## src/hdl/cpf_pkg.sv

```systemverilog
// Shared types and constants for the command packet framer.
package cpf_pkg;

    // Fixed bytes of the packet header, and the largest content length.
    localparam logic [7:0] START_HI  = 8'hEF;
    localparam logic [7:0] START_LO  = 8'h01;
    localparam logic [7:0] PACKET_ID = 8'h01;
    localparam logic [7:0] LEN_HI    = 8'h00;
    localparam logic [7:0] MAX_LEN   = 8'd253;

    // Width of the result position counter.
    localparam int POS_W = 4;

    // Positions of the result bytes within one packet.
    localparam logic [POS_W-1:0] POS_START_HI = 4'd0;
    localparam logic [POS_W-1:0] POS_START_LO = 4'd1;
    localparam logic [POS_W-1:0] POS_ADDR_3   = 4'd2;
    localparam logic [POS_W-1:0] POS_ADDR_2   = 4'd3;
    localparam logic [POS_W-1:0] POS_ADDR_1   = 4'd4;
    localparam logic [POS_W-1:0] POS_ADDR_0   = 4'd5;
    localparam logic [POS_W-1:0] POS_ID       = 4'd6;
    localparam logic [POS_W-1:0] POS_LEN_HI   = 4'd7;
    localparam logic [POS_W-1:0] POS_LEN_LO   = 4'd8;
    localparam logic [POS_W-1:0] POS_CONTENT  = 4'd9;
    localparam logic [POS_W-1:0] POS_SUM_HI   = 4'd10;
    localparam logic [POS_W-1:0] POS_SUM_LO   = 4'd11;

    // Everything needed to emit the results of one accepted item.
    typedef struct packed {
        logic [7:0]  content_byte;
        logic [7:0]  plen;
        logic [15:0] csum;
        logic        fin;
    } job_t;

    // Flags that go with one result byte.
    typedef struct packed {
        logic run_last;
        logic packet_end;
    } out_flags_t;

endpackage

```

## src/hdl/cpf_byte_mux.sv

```systemverilog
// Selects the result byte and its flags for the current position of a job.
module cpf_byte_mux
    import cpf_pkg::*;
(
    input  job_t             job,
    input  logic [POS_W-1:0] pos,
    input  logic [31:0]      device_address,
    output logic [7:0]       out_byte,
    output out_flags_t       flags
);

    // Byte selection by position in the packet.
    always_comb
    begin
        unique case (pos)
            POS_START_HI: out_byte = START_HI;
            POS_START_LO: out_byte = START_LO;
            POS_ADDR_3:   out_byte = device_address[31:24];
            POS_ADDR_2:   out_byte = device_address[23:16];
            POS_ADDR_1:   out_byte = device_address[15:8];
            POS_ADDR_0:   out_byte = device_address[7:0];
            POS_ID:       out_byte = PACKET_ID;
            POS_LEN_HI:   out_byte = LEN_HI;
            POS_LEN_LO:   out_byte = job.plen;
            POS_CONTENT:  out_byte = job.content_byte;
            POS_SUM_HI:   out_byte = job.csum[15:8];
            POS_SUM_LO:   out_byte = job.csum[7:0];
            default:      out_byte = 8'h00;
        endcase
    end

    // The job ends on the content byte unless the packet closes with its checksum.
    always_comb
    begin
        flags.run_last   = job.fin ? (pos == POS_SUM_LO) : (pos == POS_CONTENT);
        flags.packet_end = job.fin && (pos == POS_SUM_LO);
    end

endmodule

```

## src/hdl/command_packet_framer_core.sv

```systemverilog
// Top level of the command packet framer: input framing state, job register and output port.
//
// The framer takes one content byte per transfer and sends one byte per cycle on the output
// stream while m_tready is high. The first byte of a packet produces ten output bytes (nine
// header bytes, then the content byte), the last byte of a packet produces three (the content
// byte, then the checksum high and low bytes), a one-byte packet produces twelve, and every
// other content byte one. An item holds the block until its last byte leaves the single output
// byte lane; middle content bytes stream at one per cycle unless m_tready stalls them. A new
// item is taken in the same cycle as the last output byte of the previous one. The address
// register, written via the always-ready cfg channel, should only change between packets.
module command_packet_framer_core
    import cpf_pkg::*;
(
    input  logic        clk,
    input  logic        rst_n,
    // Configuration write channel: device_address.
    input  logic        cfg_valid,
    output logic        cfg_ready,
    input  logic [31:0] cfg_data,
    // Input stream.
    input  logic        s_tvalid,
    output logic        s_tready,
    input  logic [15:0] s_tdata,   // [7:0] content_byte, [15:8] content_len
    // Output stream.
    output logic        m_tvalid,
    input  logic        m_tready,
    output logic [7:0]  m_tdata,   // [7:0] out_byte
    output logic        m_tlast,   // run_last
    output logic [0:0]  m_tuser    // [0] packet_end
);

    logic [31:0]      device_address_reg;
    logic [7:0]       bytes_remaining_reg;
    logic [7:0]       bytes_remaining_next;
    logic [15:0]      running_sum_reg;
    logic [15:0]      running_sum_next;
    job_t             job_reg;
    job_t             job_next;
    logic             job_valid_reg;
    logic [POS_W-1:0] pos_reg;
    logic [POS_W-1:0] pos_start;
    logic [7:0]       in_byte;
    logic [7:0]       in_len;
    logic [7:0]       clen;
    logic [7:0]       rem_base;
    logic [15:0]      sum_base;
    logic [15:0]      sum_new;
    logic [7:0]       rem_new;
    logic             in_xfer;
    logic             out_xfer;
    out_flags_t       flags;

    assign in_byte = s_tdata[7:0];
    assign in_len  = s_tdata[15:8];

    // Handshakes: a new item enters when the job register is empty or finishing.
    assign cfg_ready = 1'b1;
    assign out_xfer  = m_tvalid && m_tready;
    assign s_tready  = !job_valid_reg || (out_xfer && flags.run_last);
    assign in_xfer   = s_tvalid && s_tready;

    // Framing arithmetic for the incoming item.
    always_comb
    begin
        if (in_len == 8'd0)
            clen = 8'd1;
        else if (in_len > MAX_LEN)
            clen = MAX_LEN;
        else
            clen = in_len;

        if (bytes_remaining_reg == 8'd0)
        begin
            rem_base  = clen;
            sum_base  = 16'(PACKET_ID) + 16'(clen) + 16'd2;
            pos_start = POS_START_HI;
        end
        else
        begin
            rem_base  = bytes_remaining_reg;
            sum_base  = running_sum_reg;
            pos_start = POS_CONTENT;
        end

        sum_new = sum_base + 16'(in_byte);
        rem_new = rem_base - 8'd1;

        job_next.content_byte = in_byte;
        job_next.plen         = clen + 8'd2;
        job_next.csum         = sum_new;
        job_next.fin          = (rem_new == 8'd0);

        bytes_remaining_next = rem_new;
        running_sum_next     = job_next.fin ? 16'd0 : sum_new;
    end

    // Address register.
    always_ff @(posedge clk or negedge rst_n)
    begin
        if (!rst_n)
            device_address_reg <= 32'hFFFF_FFFF;
        else if (cfg_valid && cfg_ready)
            device_address_reg <= cfg_data;
    end

    // Packet state, updated once per accepted item.
    always_ff @(posedge clk or negedge rst_n)
    begin
        if (!rst_n)
        begin
            bytes_remaining_reg <= 8'd0;
            running_sum_reg     <= 16'd0;
        end
        else if (in_xfer)
        begin
            bytes_remaining_reg <= bytes_remaining_next;
            running_sum_reg     <= running_sum_next;
        end
    end

    // Job register and result position counter.
    always_ff @(posedge clk or negedge rst_n)
    begin
        if (!rst_n)
        begin
            job_valid_reg <= 1'b0;
            pos_reg       <= POS_START_HI;
        end
        else if (in_xfer)
        begin
            job_valid_reg <= 1'b1;
            pos_reg       <= pos_start;
        end
        else if (out_xfer)
        begin
            if (flags.run_last)
                job_valid_reg <= 1'b0;
            else
                pos_reg <= pos_reg + 4'd1;
        end
    end

    always_ff @(posedge clk)
    begin
        if (in_xfer)
            job_reg <= job_next;
    end

    // Output byte selection.
    cpf_byte_mux u_byte_mux
    (
        .job            (job_reg),
        .pos            (pos_reg),
        .device_address (device_address_reg),
        .out_byte       (m_tdata),
        .flags          (flags)
    );

    assign m_tvalid   = job_valid_reg;
    assign m_tlast    = flags.run_last;
    assign m_tuser[0] = flags.packet_end;

    // Between packets the checksum accumulator is clear.
    a_idle_sum_clear: assert property (@(posedge clk) disable iff (!rst_n)
        (bytes_remaining_reg == 8'd0) |-> (running_sum_reg == 16'd0))
        else $error("running sum not cleared between packets");

    // The end of a packet is always the last byte of its item.
    a_end_is_last: assert property (@(posedge clk) disable iff (!rst_n)
        (m_tvalid && m_tuser[0]) |-> m_tlast)
        else $error("packet end without run last");

    // An item is only taken over a pending job when that job's final byte leaves.
    a_no_overrun: assert property (@(posedge clk) disable iff (!rst_n)
        (s_tready && m_tvalid) |-> (m_tready && m_tlast))
        else $error("input accepted over a pending job");

    // An accepted item always presents a result in the next cycle.
    a_accept_shows: assert property (@(posedge clk) disable iff (!rst_n)
        (s_tvalid && s_tready) |=> m_tvalid)
        else $error("accepted item produced no result");

endmodule
```

## config.mk

```make
export PLATFORM = sky130hd
export DESIGN_NAME = command_packet_framer_core
export DESIGN_NICKNAME = d
export VERILOG_FILES = /design/src/hdl/cpf_pkg.sv /design/src/hdl/cpf_byte_mux.sv /design/src/hdl/command_packet_framer_core.sv
export SDC_FILE = /design/constraint.sdc
export NUM_CORES = 1
export LEC_CHECK = 0
export ABC_AREA = 1
export ABC_CLOCK_PERIOD_IN_PS = 4600
export BUFFER_PORTS_ARGS = -buffer_cell sky130_fd_sc_hd__buf_2
export CAP_MARGIN = 20
export CORE_ASPECT_RATIO = 1.4
export CORE_MARGIN = 2
export CORE_UTILIZATION = 55
export CTS_CLUSTER_DIAMETER = 50
export DETAILED_ROUTE_END_ITERATION = 16
export PLACE_DENSITY = 0.83
export SLEW_MARGIN = 20
export SYNTH_ARGS = -nofsm -noshare
export SYNTH_HDL_FRONTEND = slang
export SYNTH_SLANG_ARGS = --single-unit
```

## constraint.sdc

```tcl
create_clock -name clk -period 4.6 [get_ports clk]
set_input_delay 0 -clock clk [delete_from_list [all_inputs] [get_ports clk]]
set_output_delay 0 -clock clk [all_outputs]
set_load 0.05 [all_outputs]
```

# Word-level counts from Yosys, hierarchy flattened
# Index checks and enable logic that the tools add are counted.
[totals]
in_bits = 53
out_inout_bits = 13
elab_cells = 56
regBits = 94
[op_classes]
n_mux = 14
n_lt_le_gt_ge = 1
addsub = 6
eq_ne = 11
reduce_logical = 15
[op_table]
columns = ["operator", "count"]
rows = [
  ["$pmux 8 s10", 1],
  ["$mux 16", 2],
  ["$logic_not 8->1", 3],
  ["$mux 8", 3],
  ["$add 16x8->16", 1],
  ["$eq 4x4->1 const B", 4],
  ["$mux 4", 4],
  ["$eq 4x3->1 const B", 3],
  ["$add 9x2->10 const B", 1],
  ["$add 1x8->9 const A", 1],
  ["$add 8x2->8 const B", 1],
  ["$eq 4x2->1 const B", 2],
  ["$gt 8x8->1 const B", 1],
  ["$sub 8x1->8 const B", 1],
  ["$add 4x1->4 const B", 1],
  ["$eq 4x1->1 const B", 1],
  ["$logic_and 1x1->1", 4],
  ["$logic_not 4->1", 1],
  ["$mux 1", 4],
  ["$reduce_and 2->1", 2],
  ["$reduce_bool 2->1", 2],
  ["$ne 2x1->1 const B", 1],
  ["$reduce_or 2->1", 1],
  ["$logic_not 1->1", 1],
  ["$logic_or 1x1->1", 1],
]

# Longest topological paths before layout
[logic_depth]
ltp_word = 8
ltp_mapped = 26
ltp_nobuf = 26

# Modules after synthesis
# Synthesis repeated with hierarchy kept, for this count alone.
[unflattened]
hier_cells = 609
area_unflattened_um2 = 5445.2
[by_module_without_submodules]
columns = ["mod", "n_inst", "cells_per_inst", "seq_area_each_um2", "area_each_um2"]
rows = [
  ["command_packet_framer_core", 1, 445, 2557.5, 4705.8],
  ["cpf_byte_mux", 1, 164, 0.0, 739.5],
]

# Least setup slack after synthesis
# Ideal clock, no wire load.
[synth_timing]
kind = "reg2reg"
from = "register pos_reg[0]"
to = "register pos_reg[3]"
t_arrival_ns = 3.412
slack_ns = 1.105
required_time_ns = 4.517
setup_time_ns = 0.083
path_buffers = 0
path_stages_with_launch = 13
period_less_slack_ns = 3.495
path_cell_list = "dfrtp_1 -> ha_1 -> inv_1 -> nor3b_2 -> o21bai_2 -> nor2_1 -> nor2_2 -> nand2_2 -> inv_2 -> nand2_1 -> o21ai_0 -> nand2_1 -> o21ai_0"
[synth_between]
elab_chain_cells = 7
word_cells_on_any_way = 13
classes_between = "add/sub (1); eq/ne (3); mux (4); reduce/logical (5)"
[synth_lines]
columns = ["element", "line", "source"]
rows = [
  ["start: declaration", "command_packet_framer_core.sv:40", "logic [POS_W-1:0] pos_reg;"],
  ["start signal: assignment", "command_packet_framer_core.sv:132", "pos_reg <= pos_start;"],
  ["start signal: assignment", "command_packet_framer_core.sv:139", "pos_reg <= pos_reg + 4'd1;"],
  ["$eq 4x4->1", "cpf_byte_mux.sv:35", "flags.run_last = job.fin ? (pos == POS_SUM_LO) : (pos == POS_CONTENT);"],
  ["$mux 1 *", "cpf_byte_mux.sv:35", ""],
  ["net m_tlast", "command_packet_framer_core.sv:28", "output logic m_tlast,"],
  ["$logic_and 1x1->1 *", "command_packet_framer_core.sv:59", "assign s_tready = !job_valid_reg || (out_xfer && flags.run_last);"],
  ["$logic_or 1x1->1 *", "command_packet_framer_core.sv:59", ""],
  ["net s_tready", "command_packet_framer_core.sv:22", "output logic s_tready,"],
  ["$logic_and 1x1->1 *", "command_packet_framer_core.sv:60", "assign in_xfer = s_tvalid && s_tready;"],
  ["net in_xfer", "command_packet_framer_core.sv:49", "logic in_xfer;"],
  ["$ne 2x1->1 (no source line) / $reduce_bool 2->1 (equally long branches)", "--", ""],
  ["$reduce_and 2->1 (no source line)", "--", ""],
]
# Mark *: on every way through the listed nets, which the timed path passes. The rest lies on a longest branch. The select of a mux whose other input is x is not followed.
# A chain may end at the register's enable or synchronous reset.

# Worst setup path in the final report
[layout_timing]
from = "register bytes_remaining_reg[7]"
to = "register running_sum_reg[10]"
[layout_between]
elab_chain_cells = 5
word_cells_on_any_way = 7
classes_between = "add/sub (2); mux (3); reduce/logical (2)"
[layout_lines]
columns = ["element", "line", "source"]
rows = [
  ["start: declaration", "command_packet_framer_core.sv:33", "logic [7:0] bytes_remaining_reg;"],
  ["start signal: assignment", "command_packet_framer_core.sv:116", "bytes_remaining_reg <= bytes_remaining_next;"],
  ["$logic_not 8->1", "command_packet_framer_core.sv:72", "if (bytes_remaining_reg == 8'd0)"],
  ["$mux 8", "command_packet_framer_core.sv:72", ""],
  ["$sub 8x1->8", "command_packet_framer_core.sv:86", "rem_new = rem_base - 8'd1;"],
  ["$logic_not 8->1", "command_packet_framer_core.sv:91", "job_next.fin = (rem_new == 8'd0);"],
  ["$mux 16 *", "command_packet_framer_core.sv:94", "running_sum_next = job_next.fin ? 16'd0 : sum_new;"],
  ["end signal: assignment", "command_packet_framer_core.sv:117", "running_sum_reg <= running_sum_next;"],
  ["end: declaration", "command_packet_framer_core.sv:35", "logic [15:0] running_sum_reg;"],
]
# Mark *: on every way between the ends. The rest lies on a longest branch, timed or not.

==> impl_metrics.json <==
{
  "fmax_mhz": 300,
  "power_density_nw_per_um2": 537,
  "drc": 0,
  "fin_setup_tns_ps": 0,
  "ys_warn_count": 0,
  "synth-seq-area-share_pct": 48.5,
  "cts_buffer_depth": 2,
  "clk_pin_slew_ps": 70,
  "finalSetupViolations": 0,
  "syn_avg_cell_area_sq_um": 8.40,
  "clkSinkCount": 94,
  "ys.flop_type": "edfxtp_1",
  "start_util_pct": 56.1,
  "first_pass_iters": 5,
  "die_area_sq_um": 10400,
  "place_area_sq_um": 5650,
  "clk_latency_ps": 330,
  "drv_cap": 0,
  "synth_edf_count": 33,
  "grt_pass1_vias": 4664,
  "grt_pass1_wl_mm": 21.4,
  "ios": 66,
  "r2r_setup_slack_ps": 1260,
  "globalRoute.busiestLayer": "met2",
  "start_kind": "flip-flop",
  "nets": 802,
  "core_area_sq_um": 9410,
  "arrival_ps": 3560,
  "grtUsageMet3_pct": 5.36,
  "worst_slew_pin_slew_ps": 861,
  "finalNonFillerCells": 846,
  "crit_required_ps": 4820,
  "cts_buffers": 9,
  "synth_cells": 628,
  "gr-usage-met1_pct": 28.8,
  "initialDrtViolationCount": 262,
  "grt_overflow_total": 0,
  "grt_usage_pct": 26.5,
  "antenna_cells": 0,
  "ys_seq_elements": 94,
  "cts_root_buffer": "clkbuf_16",
  "wl_per_cell_microns": 15.5,
  "period_share_pct": 72.5,
  "p_total_mw": 3.42,
  "die_h_microns": 120,
  "fp.dieW_microns": 86.8,
  "postCtsSetupBuffers": 0,
  "cts_tree": "built",
  "endpoint_kind": "flip-flop",
  "relSlewSlack_pct": 42.6,
  "status": "finished clean",
  "p_leak_nw": 3.10,
  "areaGrowthSynthToFinish_pct": 21.0,
  "vias": 4553,
  "period_needed_ps": 3340,
  "dp_hpwl_mm": 9.03,
  "gp_congestion": 0.863,
  "rows": 42,
  "fin_skew_ps": 7.38,
  "syn-num-nets": 699,
  "fin_util_pct": 67.9,
  "io_buffers": 64,
  "htreeDepth": 3,
  "async_flop_share_pct": 64.9,
  "avgViaCountPerCell": 5.38,
  "cp_max_fo": 13,
  "maxSlewViolCount": 0,
  "hold_viol": 0,
  "crit_type": "flip-flop to flip-flop",
  "rsz0062_at_grt": "no",
  "dp_cells": 787,
  "synth.distinct_cells": 40,
  "grt_antenna_before_repair": 0,
  "wl_mm": 13.1,
  "synth_area_sq_um": 5270,
  "ir_drop_uv": 266,
  "min_path_type": "primary input to flip-flop",
  "finalInstanceArea_sq_um": 6380,
  "largest_reg_flops": 33,
  "grt_start_max_net_pins": 62,
  "drive_above_1_share_pct": 19.8,
  "met2_usage_pct": 48.2,
  "drtAntennaViolNets": 0
}
[cell families after synthesis]
group | count (synthesis) | share of synthesized area [%]
buffers and inverters | 119 | 9.02
adders and majority gates | 18 | 4.41
DFF | 94 | 48.5
other | 1 | 0.0711
xor gates and xnor gates | 20 | 3.32
and+or+nand+nor | 264 | 21.1
muxes | 9 | 1.92
AOI/OAI and AO/OA | 103 | 11.6
[path summary, 6_finish.rpt]
| path | depth (start not counted) | start | end |
|---|---|---|---|
| max | 15 | bytes_remaining_reg[7] | running_sum_reg[10] |
| min | 2 | s_tdata[9] | job_reg[18] |
| max reg2reg | 15 | bytes_remaining_reg[7] | running_sum_reg[10] |
| min reg2reg | 2 | running_sum_reg[6] | running_sum_reg[6] |
| max in group asynchronous | 3 | rst_n | pos_reg[1] |
| min in group asynchronous | 3 | rst_n | running_sum_reg[14] |
[cell usage after synthesis, types with 2 or more instances]
| cell | n | area, sq um |
|---|---|---|
| a221oi_1 | 14 | 123 |
| nor2_1 | 55 | 206 |
| a21oi_1 | 16 | 80.1 |
| nor2_2 | 3 | 18.8 |
| nand2_2 | 7 | 43.8 |
| inv_2 | 4 | 15.0 |
| a31oi_1 | 2 | 12.5 |
| inv_1 | 98 | 368 |
| edfxtp_1 | 33 | 991 |
| mux2_2 | 9 | 101 |
| buf_6 | 2 | 22.5 |
| buf_4 | 2 | 15.0 |
| nand2_1 | 158 | 593 |
| dfstp_2 | 32 | 841 |
| nor2_4 | 3 | 33.8 |
| o21ai_1 | 7 | 35.0 |
| o21ai_0 | 46 | 230 |
| nand3_2 | 2 | 20.0 |
| xnor2_1 | 3 | 26.3 |
| ha_1 | 17 | 213 |
| nand4_1 | 2 | 12.5 |
| o2111ai_1 | 2 | 17.5 |
| buf_2 | 5 | 25.0 |
| xor2_1 | 17 | 149 |
| clkbuf_1 | 8 | 30.0 |
| o22ai_1 | 10 | 62.6 |
| dfrtp_1 | 29 | 726 |
| nand3_1 | 24 | 120 |
| nor3_1 | 7 | 35.0 |
[routing by layer]
metal  share of wire [%]  routed length (microns)
met1                  39                     5080
met5                   0                        0
met3                 5.1                      671
met4                 3.3                      436
met2                  53                     6910
[critical path, stage by stage, from the launching register on]
cell     delay, ps
dfrtp_1        400
nor2_1         120
nand2_1        120
nor2_4         270
inv_1          270
o21ai_0        380
fa_1           270
nand3_1         80
nand3_1        140
a21oi_1        120
o21ai_0        450
nand3_1        190
xor2_1         210
nor2_1          60
nand2_1         90
nand2_1         50
[report_power, final]
group | total, mW | internal (mW) | switching, mW | leakage [nW]
Combinational | 1.54 | 0.488 | 1.05 | 1.95
Sequential | 1.15 | 1.05 | 0.0955 | 1.00
Clock | 0.737 | 0.407 | 0.330 | 0.147
[area by class of cell]
cell class | instances | area (sq um)
fill | 718 | 3020
sequential | 94 | 2560
multi-input combinational | 415 | 2240
timing repair buffer | 109 | 766
inverter | 102 | 383
clock buffer | 10 | 250
tap | 110 | 138
clock inverter | 6 | 48.8
[repair_timing]
item,4_1_cts,5_1_grt
setup endpoints to repair,0,0
resized for setup,0,0
endpoints found under the hold margin,71,0
hold buffers,43,0
[per-stage QoR]
step	setup slack (ps)	hold WS [ps]
final	1260	59.5
after detailed placement	1310	210
after global placement	1440	208
after CTS	1260	41.3
after floorplan	1110	-296
after global routing	895	52.1
[cells in the final DEF, fill, tap and decap left out, drive strengths merged, types with 14 or more instances in the layout]
cell type and count:
a21oi 16, a221oi 14, buf 66, dfrtp 29
dfstp 32, dlygate4sd3 43, edfxtp 33, ha 17
inv 106, nand2 166, nand3 26, nor2 61
o21ai 53, xor2 17
No activity file was read; power rests on OpenSTA's default activity.
